### src/rtl/mcpg_pkg.sv
// ----------------------------------------------------------------------------
// mcpg_pkg
// Shared types, constants and symbol tables for the Moore curve generator.
// ----------------------------------------------------------------------------
package mcpg_pkg;

  localparam int DEG_W              = 4;
  localparam int COORD_W            = 15;
  localparam int LEFT_W             = 30;
  localparam int FRAME_W            = 5;
  localparam int POS_W              = 4;
  localparam int DEFAULT_MAX_DEGREE = 15;
  localparam int AXIOM_LEN          = 9;
  localparam int RULE_LEN           = 11;

  typedef enum logic [2:0] {
    SYM_F,
    SYM_PLUS,
    SYM_MINUS,
    SYM_L,
    SYM_R
  } sym_e;

  typedef enum logic [1:0] {
    ST_IDLE,
    ST_WALK,
    ST_POP,
    ST_EMIT
  } state_e;

  // Axiom LFL+F+LFL
  function automatic sym_e axiom_sym(input logic [POS_W-1:0] pos);
    sym_e s;
    case (pos)
      4'd0:    s = SYM_L;
      4'd1:    s = SYM_F;
      4'd2:    s = SYM_L;
      4'd3:    s = SYM_PLUS;
      4'd4:    s = SYM_F;
      4'd5:    s = SYM_PLUS;
      4'd6:    s = SYM_L;
      4'd7:    s = SYM_F;
      4'd8:    s = SYM_L;
      default: s = SYM_F;
    endcase
    return s;
  endfunction

  // L = -RF+LFL+FR-   R = +LF-RFR-FL+
  function automatic sym_e rule_sym(input logic is_r, input logic [POS_W-1:0] pos);
    sym_e s;
    sym_e turn_a;
    sym_e turn_b;
    sym_e var_a;
    sym_e var_b;
    turn_a = is_r ? SYM_PLUS : SYM_MINUS;
    turn_b = is_r ? SYM_MINUS : SYM_PLUS;
    var_a  = is_r ? SYM_L : SYM_R;
    var_b  = is_r ? SYM_R : SYM_L;
    case (pos)
      4'd0:    s = turn_a;
      4'd1:    s = var_a;
      4'd2:    s = SYM_F;
      4'd3:    s = turn_b;
      4'd4:    s = var_b;
      4'd5:    s = SYM_F;
      4'd6:    s = var_b;
      4'd7:    s = turn_b;
      4'd8:    s = SYM_F;
      4'd9:    s = var_a;
      4'd10:   s = turn_a;
      default: s = SYM_F;
    endcase
    return s;
  endfunction

endpackage

### src/rtl/moore_curve_point_generator.sv
// ----------------------------------------------------------------------------
// moore_curve_point_generator
// Walks the Moore curve L-system as a turtle and returns one point per beat.
// ----------------------------------------------------------------------------
// Each input beat returns one output beat holding the next curve point; the
// first beat after reset, after the last point, after a degree write, or
// with restart set returns the start point (2^(degree-1)-1, 0). A walk step
// handles symbols one at a time (turns, expansions, the F itself); closing
// an expansion level first drops the level, then reads the frame below from
// the expansion stack memory (the outermost level needs only the drop). The
// stack memory, with one write port and one registered read port, is touched
// at most once per cycle. The result sits in an output register, so the next
// beat is taken while a finished point still waits downstream. No clearing
// pass is needed after reset: every stack entry is written before it is read.
// ----------------------------------------------------------------------------
module moore_curve_point_generator #(
  parameter int MAX_DEGREE = mcpg_pkg::DEFAULT_MAX_DEGREE
) (
  input  logic                         clk_i,
  input  logic                         rst_ni,
  // configuration
  input  logic                         cfg_we_i,
  input  logic [mcpg_pkg::DEG_W-1:0]   cfg_wdata_i,
  // request channel
  input  logic                         in_valid_i,
  output logic                         in_stall_o,
  input  logic                         in_restart_i,
  // point channel
  output logic                         out_valid_o,
  input  logic                         out_stall_i,
  output logic [mcpg_pkg::COORD_W-1:0] out_x_pos_o,
  output logic [mcpg_pkg::COORD_W-1:0] out_y_pos_o,
  output logic                         out_last_point_o
);
  import mcpg_pkg::*;

  // Level counter holds 0..MAX_DEGREE-1; it also indexes the stack memory.
  localparam int LVL_W = (MAX_DEGREE > 1) ? $clog2(MAX_DEGREE) : 1;

  state_e               state_q, state_d;
  logic [DEG_W-1:0]     degree_q, degree_d;
  logic [LVL_W-1:0]     level_q, level_d;
  logic [POS_W-1:0]     axpos_q, axpos_d;
  logic [1:0]           heading_q, heading_d;
  logic [COORD_W-1:0]   x_q, x_d;
  logic [COORD_W-1:0]   y_q, y_d;
  logic [LEFT_W-1:0]    left_q, left_d;
  logic [FRAME_W-1:0]   top_q, top_d;

  logic                 out_valid_q, out_valid_d;
  logic [COORD_W-1:0]   out_x_q, out_y_q;
  logic                 out_last_q;
  logic                 out_load;

  // Expansion stack: frames of every open level below the top one.
  logic [FRAME_W-1:0]   stack_mem [MAX_DEGREE];
  logic                 mem_we;
  logic [LVL_W-1:0]     mem_waddr;
  logic [FRAME_W-1:0]   mem_wdata;
  logic                 mem_re;
  logic [LVL_W-1:0]     mem_raddr;
  logic [FRAME_W-1:0]   mem_rdata_q;

  logic [DEG_W-1:0]     deg_eff;
  logic                 in_accept;
  logic                 begin_walk;
  sym_e                 sym;
  logic                 sym_ok;
  logic [FRAME_W-1:0]   top_adv;

  always_comb begin
    deg_eff = (degree_q == '0) ? DEG_W'(1) : degree_q;
    if (deg_eff > DEG_W'(MAX_DEGREE)) begin
      deg_eff = DEG_W'(MAX_DEGREE);
    end
  end

  assign in_stall_o = (state_q != ST_IDLE);
  assign in_accept  = in_valid_i && !in_stall_o;
  assign out_load   = (state_q == ST_EMIT) && (!out_valid_q || !out_stall_i);
  assign top_adv    = top_q + FRAME_W'(1);

  always_comb begin
    state_d    = state_q;
    degree_d   = degree_q;
    level_d    = level_q;
    axpos_d    = axpos_q;
    heading_d  = heading_q;
    x_d        = x_q;
    y_d        = y_q;
    left_d     = left_q;
    top_d      = top_q;
    begin_walk = 1'b0;
    sym        = SYM_F;
    sym_ok     = 1'b0;
    mem_we     = 1'b0;
    mem_waddr  = level_q - LVL_W'(1);
    mem_wdata  = top_adv;
    mem_re     = 1'b0;
    mem_raddr  = level_q - LVL_W'(2);

    case (state_q)
      ST_IDLE: begin
        if (in_accept) begin
          if (in_restart_i || (left_q == '0)) begin
            begin_walk = 1'b1;
            state_d    = ST_EMIT;
          end else begin
            state_d = ST_WALK;
          end
        end
      end
      ST_WALK: begin
        // Fetch one symbol from the axiom or from the top frame.
        if (level_q == '0) begin
          if (axpos_q >= POS_W'(AXIOM_LEN)) begin
            begin_walk = 1'b1;
            state_d    = ST_EMIT;
          end else begin
            sym     = axiom_sym(axpos_q);
            sym_ok  = 1'b1;
            axpos_d = axpos_q + POS_W'(1);
          end
        end else if (top_q[POS_W-1:0] >= POS_W'(RULE_LEN)) begin
          // Drop the finished level; fetch the frame below if one is open.
          level_d = level_q - LVL_W'(1);
          if (level_q != LVL_W'(1)) begin
            mem_re  = 1'b1;
            state_d = ST_POP;
          end
        end else begin
          sym    = rule_sym(top_q[FRAME_W-1], top_q[POS_W-1:0]);
          sym_ok = 1'b1;
          top_d  = top_adv;
        end

        if (sym_ok) begin
          case (sym)
            SYM_L, SYM_R: begin
              if (({1'b0, level_q} + (LVL_W+1)'(1)) < (LVL_W+1)'(deg_eff)) begin
                // Push: park the advanced frame, open a new one on top.
                mem_we  = (level_q != '0);
                top_d   = {(sym == SYM_R), {POS_W{1'b0}}};
                level_d = level_q + LVL_W'(1);
              end
            end
            SYM_PLUS:  heading_d = heading_q + 2'd1;
            SYM_MINUS: heading_d = heading_q - 2'd1;
            SYM_F: begin
              case (heading_q)
                2'd0:    y_d = y_q + COORD_W'(1);
                2'd1:    x_d = x_q + COORD_W'(1);
                2'd2:    y_d = y_q - COORD_W'(1);
                default: x_d = x_q - COORD_W'(1);
              endcase
              left_d  = left_q - LEFT_W'(1);
              state_d = ST_EMIT;
            end
            default: ;
          endcase
        end
      end
      ST_POP: begin
        top_d   = mem_rdata_q;
        state_d = ST_WALK;
      end
      ST_EMIT: begin
        if (out_load) begin
          state_d = ST_IDLE;
        end
      end
      default: state_d = ST_IDLE;
    endcase

    if (begin_walk) begin
      level_d   = '0;
      axpos_d   = '0;
      heading_d = '0;
      x_d       = COORD_W'((16'd1 << (deg_eff - DEG_W'(1))) - 16'd1);
      y_d       = '0;
      left_d    = LEFT_W'((31'd1 << {deg_eff, 1'b0}) - 31'd1);
    end

    // Degree writes must arrive only while idle; the block itself has no check. They force a fresh walk.
    if (cfg_we_i) begin
      degree_d = cfg_wdata_i;
      left_d   = '0;
    end
  end

  always_comb begin
    out_valid_d = out_valid_q && out_stall_i;
    if (out_load) begin
      out_valid_d = 1'b1;
    end
  end

  always_ff @(posedge clk_i or negedge rst_ni) begin
    if (!rst_ni) begin
      state_q     <= ST_IDLE;
      degree_q    <= DEG_W'(1);
      level_q     <= '0;
      axpos_q     <= '0;
      heading_q   <= '0;
      x_q         <= '0;
      y_q         <= '0;
      left_q      <= '0;
      top_q       <= '0;
      out_valid_q <= 1'b0;
    end else begin
      state_q     <= state_d;
      degree_q    <= degree_d;
      level_q     <= level_d;
      axpos_q     <= axpos_d;
      heading_q   <= heading_d;
      x_q         <= x_d;
      y_q         <= y_d;
      left_q      <= left_d;
      top_q       <= top_d;
      out_valid_q <= out_valid_d;
    end
  end

  // Output payload: hold while stalled, load a new point when free.
  always_ff @(posedge clk_i) begin
    if (out_load) begin
      out_x_q    <= x_q;
      out_y_q    <= y_q;
      out_last_q <= (left_q == '0);
    end
  end

  // Stack memory: one write, one registered read.
  always_ff @(posedge clk_i) begin
    if (mem_we) begin
      stack_mem[mem_waddr] <= mem_wdata;
    end
  end

  always_ff @(posedge clk_i) begin
    if (mem_re) begin
      mem_rdata_q <= stack_mem[mem_raddr];
    end
  end

  assign out_valid_o      = out_valid_q;
  assign out_x_pos_o      = out_x_q;
  assign out_y_pos_o      = out_y_q;
  assign out_last_point_o = out_last_q;

endmodule

### config.mk
export PLATFORM = sky130hd
export DESIGN_NAME = moore_curve_point_generator
export DESIGN_NICKNAME = d
export VERILOG_FILES = /design/src/rtl/mcpg_pkg.sv /design/src/rtl/moore_curve_point_generator.sv
export SDC_FILE = /design/constraint.sdc
export NUM_CORES = 1
export LEC_CHECK = 0
export BUFFER_PORTS_ARGS = -buffer_cell sky130_fd_sc_hd__buf_2
export CORE_UTILIZATION = 65
export CTS_CLUSTER_DIAMETER = 120
export DETAILED_ROUTE_END_ITERATION = 16
export PLACE_DENSITY_LB_ADDON = 0.05
export SLEW_MARGIN = 20
export SYNTH_ARGS = -nofsm -noshare
export SYNTH_HDL_FRONTEND = slang
export SYNTH_SLANG_ARGS = --single-unit
### constraint.sdc
create_clock -name clk_i -period 12.9 [get_ports clk_i]
set_input_delay 0.645 -clock clk_i [delete_from_list [all_inputs] [get_ports clk_i]]
set_output_delay 0.645 -clock clk_i [all_outputs]
set_load 0.1 [all_outputs]
-- Yosys cells after proc, flatten, opt, wreduce, memory -nomap -nowiden
Memories as Yosys holds them, arrays and structs flattened. A register that Yosys moved wholly into a read port is not among the register bits.
Index checks and enable logic that the tools add are counted.
- reduce and logical (&&, ||, !) cells: 39
- $lt $le $gt $ge: 4
- equal/unequal tests: 21
- shift operators: 2
- multiplexer cells: 77
- add/sub/neg operators: 16
- operators with widths (kind ; number):
    30-bit two-way mux ; 5
    15-bit two-way mux ; 8
    15-bit one-hot mux with 2 select lines ; 2
    30-bit by 1-bit subtractor with 30-bit output (second input constant) ; 2
    4-bit two-way mux ; 13
    15-bit by 1-bit subtractor with 15-bit output (second input constant) ; 3
    15-bit by 1-bit adder with 15-bit output (second input constant) ; 2
    30-bit logical NOT ; 1
    1-bit by 5-bit << shifter with 30-bit output (first input constant) ; 1
    2-bit two-way mux ; 14
    5-bit two-way mux ; 5
    1-bit two-way mux ; 19
    3-bit two-way mux ; 6
    3-bit nonzero test ; 5
    1-bit by 4-bit << shifter with 15-bit output (first input constant) ; 1
    4-bit by 3-bit equality test with 1-bit output (second input constant) ; 3
    4-bit logical NOT ; 3
    3-bit one-hot mux with 4 select lines ; 1
    2-bit nonzero test ; 6
    2-bit OR reduction ; 6
    5-bit one-hot mux with 2 select lines ; 1
    3-bit AND reduction ; 3
    4-bit by 1-bit adder with 4-bit output (second input constant) ; 2
    4-bit equality test (second input constant) ; 2
    30 further kinds ; 45
- bits of input ports: 10
- logic and storage cells: 174
- output and inout bits: 33
- memories kept: 2
- bits in registers: 113
- RAM bits: 75
- memory bits (read-only): 32
- memories (name ; words ; bits a word ; rd ports ; clocked after memory_dff ; wr ports ; line ; text):
    stack_mem ; 15 ; 5 ; 1 ; 1 ; 1 ; moore_curve_point_generator.sv:56 ; logic [FRAME_W-1:0] stack_mem [MAX_DEGREE];
    (name not given) ; 16 ; 2 ; 1 ; 0 ; 0 ; mcpg_pkg.sv:34 ; case (pos)

-- Logic depth before layout (Yosys ltp)
- depth after elaboration: 13
- mapped depth: 21
- gate-level depth less buffers: 15

-- Worst setup path before layout
Ideal clock, no wire load.
- kind: flip-flop to flip-flop
- start: register level_q[0]
- end: register left_q[28]
- path buffers: 5
- cell stages (with the launch flop): 20
- setup slack: 7.752 ns
- library setup time: 0.094 ns
- arrival time: 5.054 ns
- period minus slack after synthesis: 5.148 ns
- data required time: 12.806 ns
- cells stage by stage: dfrtp_1 clkbuf_1 buf_1 clkbuf_1 inv_1 ha_1 nand4bb_1 nor3_1 nand2b_1 clkbuf_1 nor2_1 nor2_1 a21oi_1 ha_1 nor4b_1 o21bai_2 buf_6 a2111oi_0 nor3_1 a211oi_1
- word-level cells in the longest chain between the ends: 6
- elaborated cells on any way between the ends: 14
- those cells by class: 8 x mux; 6 x reduce/logical
- RTL lines (element ; line ; text):
    start, declared ; moore_curve_point_generator.sv:42 ; logic [LVL_W-1:0] level_q, level_d;
    start signal, assigned ; moore_curve_point_generator.sv:213 ; level_q <= level_d;
    4-bit logical NOT (*) ; moore_curve_point_generator.sv:115 ; if (level_q == '0) begin
    3-bit two-way mux ; moore_curve_point_generator.sv:115 ;
    3-bit two-way mux ; moore_curve_point_generator.sv:102 ; case (state_q)
    3-bit logical NOT ; moore_curve_point_generator.sv:138 ; case (sym)
    3-bit nonzero test (no source line) ; - ;
    3-bit AND reduction (no source line) ; - ;
    end signal, assigned ; moore_curve_point_generator.sv:218 ; left_q <= left_d;
    end, declared ; moore_curve_point_generator.sv:47 ; logic [LEFT_W-1:0] left_q, left_d;
Every way passes the cells marked *; elsewhere a longest branch is shown, timed or not. The select of a mux whose other input is x is not followed.
A chain may end at the register's enable or synchronous reset.

-- Worst setup path in the final report
- start: register level_q[1]
- end: register left_q[22]
The elaborated chain is that of the path after synthesis.

==> results.sh <==
export IMPL_antenna_found_initial=0
export IMPL_finClkSkew_ns=0.009858
export IMPL_placed_cells=1310
export IMPL_seqPwrFrac=0.282
export IMPL_cp_startpoint="level_q[1]$_DFFE_PN0P_"
export IMPL_multiInputGateArea_um2=5659
export IMPL_cp_required_ns=13.23
export IMPL_area_growth_syn_to_layout_pct=8.713
export IMPL_synth_edf_count=111
export IMPL_p_per_area_nw_per_um2=289.3
export IMPL_yosys_register_bits=193
export IMPL_drtIter0Drc=694
export IMPL_yosysUniqueCellTypes=89
export IMPL_firstDrtPassIters=7
export IMPL_cts_hold_buf=0
export IMPL_die_area_um2=17960
export IMPL_drv_slew=0
export IMPL_syn_mean_instance_area_um2=10.35
export IMPL_ant_nets=0
export IMPL_synthCells=1095
export IMPL_fin_area_um2=12320
export IMPL_layout_nets=1183
export IMPL_clock_sinks=193
export IMPL_dp_hpwl_um=17530
export IMPL_crit_fanout=53
export IMPL_track_usage=0.2986
export IMPL_hold_viol=0
export IMPL_first_global_vias=8175
export IMPL_drive_gt1_frac=0.1174
export IMPL_status="finished clean"
export IMPL_rrSetupSlack_ns=7.48
export IMPL_worst_pin_slew_ns=1.079
export IMPL_htree_num_levels=4
export IMPL_cts_path_max_buffers=2
export IMPL_gp_congestion=0.8911
export IMPL_synthFlopType="edfxtp_1"
export IMPL_drc_errors=0
export IMPL_intPower_mw=1.847
export IMPL_rsz0062_at_grt="false"
export IMPL_fillers=1206
export IMPL_rows=47
export IMPL_reg2reg_to="left_q[22]$_DFFE_PN0P_"
export IMPL_cts_made_buffers=17
export IMPL_netlist_area_um2=11330
export IMPL_crit_path_end_kind="register"
export IMPL_grt_pass1_wl_um=41970
export IMPL_routed_via_density=6.459
export IMPL_r2r_start="level_q[1]$_DFFE_PN0P_"
export IMPL_finalWirelength_um=25780
export IMPL_min_path_type="primary input to async pin"
export IMPL_coreArea_um2=16820
export IMPL_p_sw_mw=1.717
export IMPL_clockRootBuffer="clkbuf_16"
export IMPL_synth_fp_nets=1167
export IMPL_fmax_mhz=184.3
export IMPL_route_vias_total=8681
export IMPL_slew_headroom=0.2785
export IMPL_critical_path_class="register to register"
export IMPL_grt_max_degree=54
export IMPL_fin_crit_sh=0.4205
export IMPL_die_y_um=134.0
export IMPL_fin_crit_ns=5.425
export IMPL_endpoint="left_q[22]$_DFFE_PN0P_"
export IMPL_port_buffers=42
export IMPL_arrival_ns=5.76
export IMPL_final_setup_tns_ns=0
export IMPL_reg2regPathDepth=14
export IMPL_wl_per_cell_um=19.18
export IMPL_clkSlewWorstSetupHoldPaths_ns=0.08
export IMPL_area_sequential_um2=5386
export IMPL_diodes=0
export IMPL_setup_viol=0
export IMPL_p_leak_nw=4.778
export IMPL_cts_resized=0
export IMPL_grt_ovfl_total=0
export IMPL_combPwrFrac=0.567
export IMPL_synth_async_reset_ratio=0.4249
export IMPL_final_cells=1344
export IMPL_clockPowerShare=0.151
export IMPL_ir_drop_mv=0.2352
export IMPL_initial_utilization=0.6737
export IMPL_cts_tree="built"
export IMPL_pin_count=43
export IMPL_critPathLaunchType="register"
export IMPL_postPlaceCellArea_um2=11680
export IMPL_ys_seq_area_frac=0.4754
export IMPL_postCtsSetupBuffers=0
export IMPL_cap_viol_max_count=0
export IMPL_die_w_um=134.0
export IMPL_synth_warnings=0
export IMPL_p_sw_frac=0.4817
export IMPL_insertion_delay_ns=0.44
[synth_stat cells, types with 4 or more instances]
cell type | count | area [µm²]
a21boi_0 | 5 | 37.54
nor2_1 | 108 | 405.4
dfrtp_1 | 81 | 2027
buf_1 | 6 | 22.52
a41oi_1 | 4 | 35.03
a21oi_1 | 77 | 385.4
or4_1 | 5 | 37.54
o21ai_0 | 56 | 280.3
and2_1 | 7 | 43.79
a22o_1 | 4 | 35.03
or3_1 | 9 | 56.30
xor2_1 | 16 | 140.1
a211oi_1 | 39 | 292.8
a31oi_1 | 10 | 62.56
o22ai_1 | 4 | 25.02
and3_1 | 8 | 50.05
a22oi_1 | 5 | 37.54
buf_2 | 4 | 20.02
nor3_1 | 37 | 185.2
nor4_1 | 11 | 68.82
a21o_1 | 13 | 97.59
o31ai_1 | 7 | 52.55
clkbuf_1 | 42 | 157.7
inv_1 | 22 | 82.58
o21a_1 | 5 | 37.54
edfxtp_1 | 111 | 3333
o31a_1 | 6 | 52.55
a32oi_1 | 5 | 43.79
mux4_2 | 15 | 337.8
nand3_1 | 23 | 115.1
ha_1 | 60 | 750.7
o21bai_1 | 4 | 30.03
nand2b_1 | 12 | 75.07
o311a_1 | 4 | 40.04
nor2b_1 | 16 | 100.1
or2_2 | 5 | 31.28
o211ai_1 | 13 | 97.59
xnor2_1 | 47 | 411.6
nand2_1 | 108 | 405.4
mux2i_1 | 10 | 100.1
[power groups by stage]
stage	logic, mW	registers (mW)	clock network [mW]
after floorplan	1.42	1.16	0
after global placement	1.92	1.01	0
after detailed placement	1.96	1.01	0
after CTS	1.98	1.00	0.545
after global routing	2.20	1.02	0.566
final	2.02	1.00	0.539
[stage by stage]
step | setup WS, ns | utilization | power (mW) | hold WS [ns]
2_1_floorplan | 7.752 | - | 2.579 | 0.3494
3_3_place_gp | 7.765 | 0.6941 | 2.926 | 0.4674
3_5_place_dp | 7.539 | 0.6942 | 2.978 | 0.4654
4_1_cts | 7.505 | 0.7303 | 3.531 | 0.2007
5_1_grt | 6.919 | 0.7324 | 3.794 | 0.2252
6_report | 7.475 | 0.7324 | 3.564 | 0.1834
[how the worst min path moves through the flow]
stage | to | cells after the start | startpoint
detailed placement | out_y_pos_o[13]$_DFFE_PP_ | 0 | y_q[13]$_DFFE_PN0P_
finish | y_q[10]$_DFFE_PN0P_ | 1 | rst_ni
floorplan | axpos_q[0]$_DFFE_PN0P_ | 0 | rst_ni
global placement | out_x_pos_o[14]$_DFFE_PP_ | 0 | x_q[14]$_DFFE_PN0P_
global route | y_q[10]$_DFFE_PN0P_ | 1 | rst_ni
CTS | y_q[10]$_DFFE_PN0P_ | 1 | rst_ni
[cell type report]
| type | instances | share of cell area |
|---|---|---|
| clock inverters | 13 | 0.01412 |
| repair buffers | 51 | 0.02438 |
| clock buffers | 19 | 0.03514 |
| multi-input cells | 824 | 0.4594 |
| flip-flops and latches | 193 | 0.4373 |
| inverters | 24 | 0.007313 |
| well taps | 220 | 0.02235 |
[logic make-up (layout without fill, tap and decap cells)]
logic type	Yosys count	count (layout)	share of synthesized area
compound gates	294	294	0.1733
xor+xnor	63	63	0.04870
fa+ha+maj	62	62	0.06979
buf+inv	78	107	0.02728
flops	193	193	0.4754
mux	27	27	0.04064
simple gates	378	378	0.1650
[metal layers]
metal  up-vias  global-route usage  share of wire  routed length [µm]
met3        43             0.04044          0.069                1781
met2       351              0.4508           0.46               11820
met5         -                   0              0                   0
met4         0              0.1005          0.019                 480
met1      4171              0.4468           0.45               11690
li1       4116                   -              -                   -
[flip-flops by register name, indices dropped and copies added, names as in the netlist, 5 cells and up]
signal and count:
stack_mem 75, left_q 30, out_x_pos_o 15, out_y_pos_o 15
x_q 15, y_q 15, mem_rdata_q 5, top_q 5
[placed cells by master, fill, tap and decap left out, types with 22 or more instances in the layout]
cell type  instances
o21ai_0           56
nand3_1           23
a21oi_1           77
nor3_1            37
nand2_1          107
edfxtp_1         111
ha_1              60
xnor2_1           47
buf_2             41
a211oi_1          39
nor2_1           106
dfrtp_1           81
inv_1             22
[critical path, stage by stage (launching register included)]
cell and delay (ns):
dfrtp_1 0.75, inv_1 0.37, ha_1 0.26, nand4bb_1 0.21, nor3_1 0.38, nand2b_1 0.47, nor2_4 0.07, buf_4 0.31
a21oi_1 0.26, ha_1 0.31, nor4b_1 0.81, o21bai_2 0.36, nor3_1 0.31, nor3_1 0.08, a2111oi_2 0.35
No activity file was read; power rests on OpenSTA's default activity.
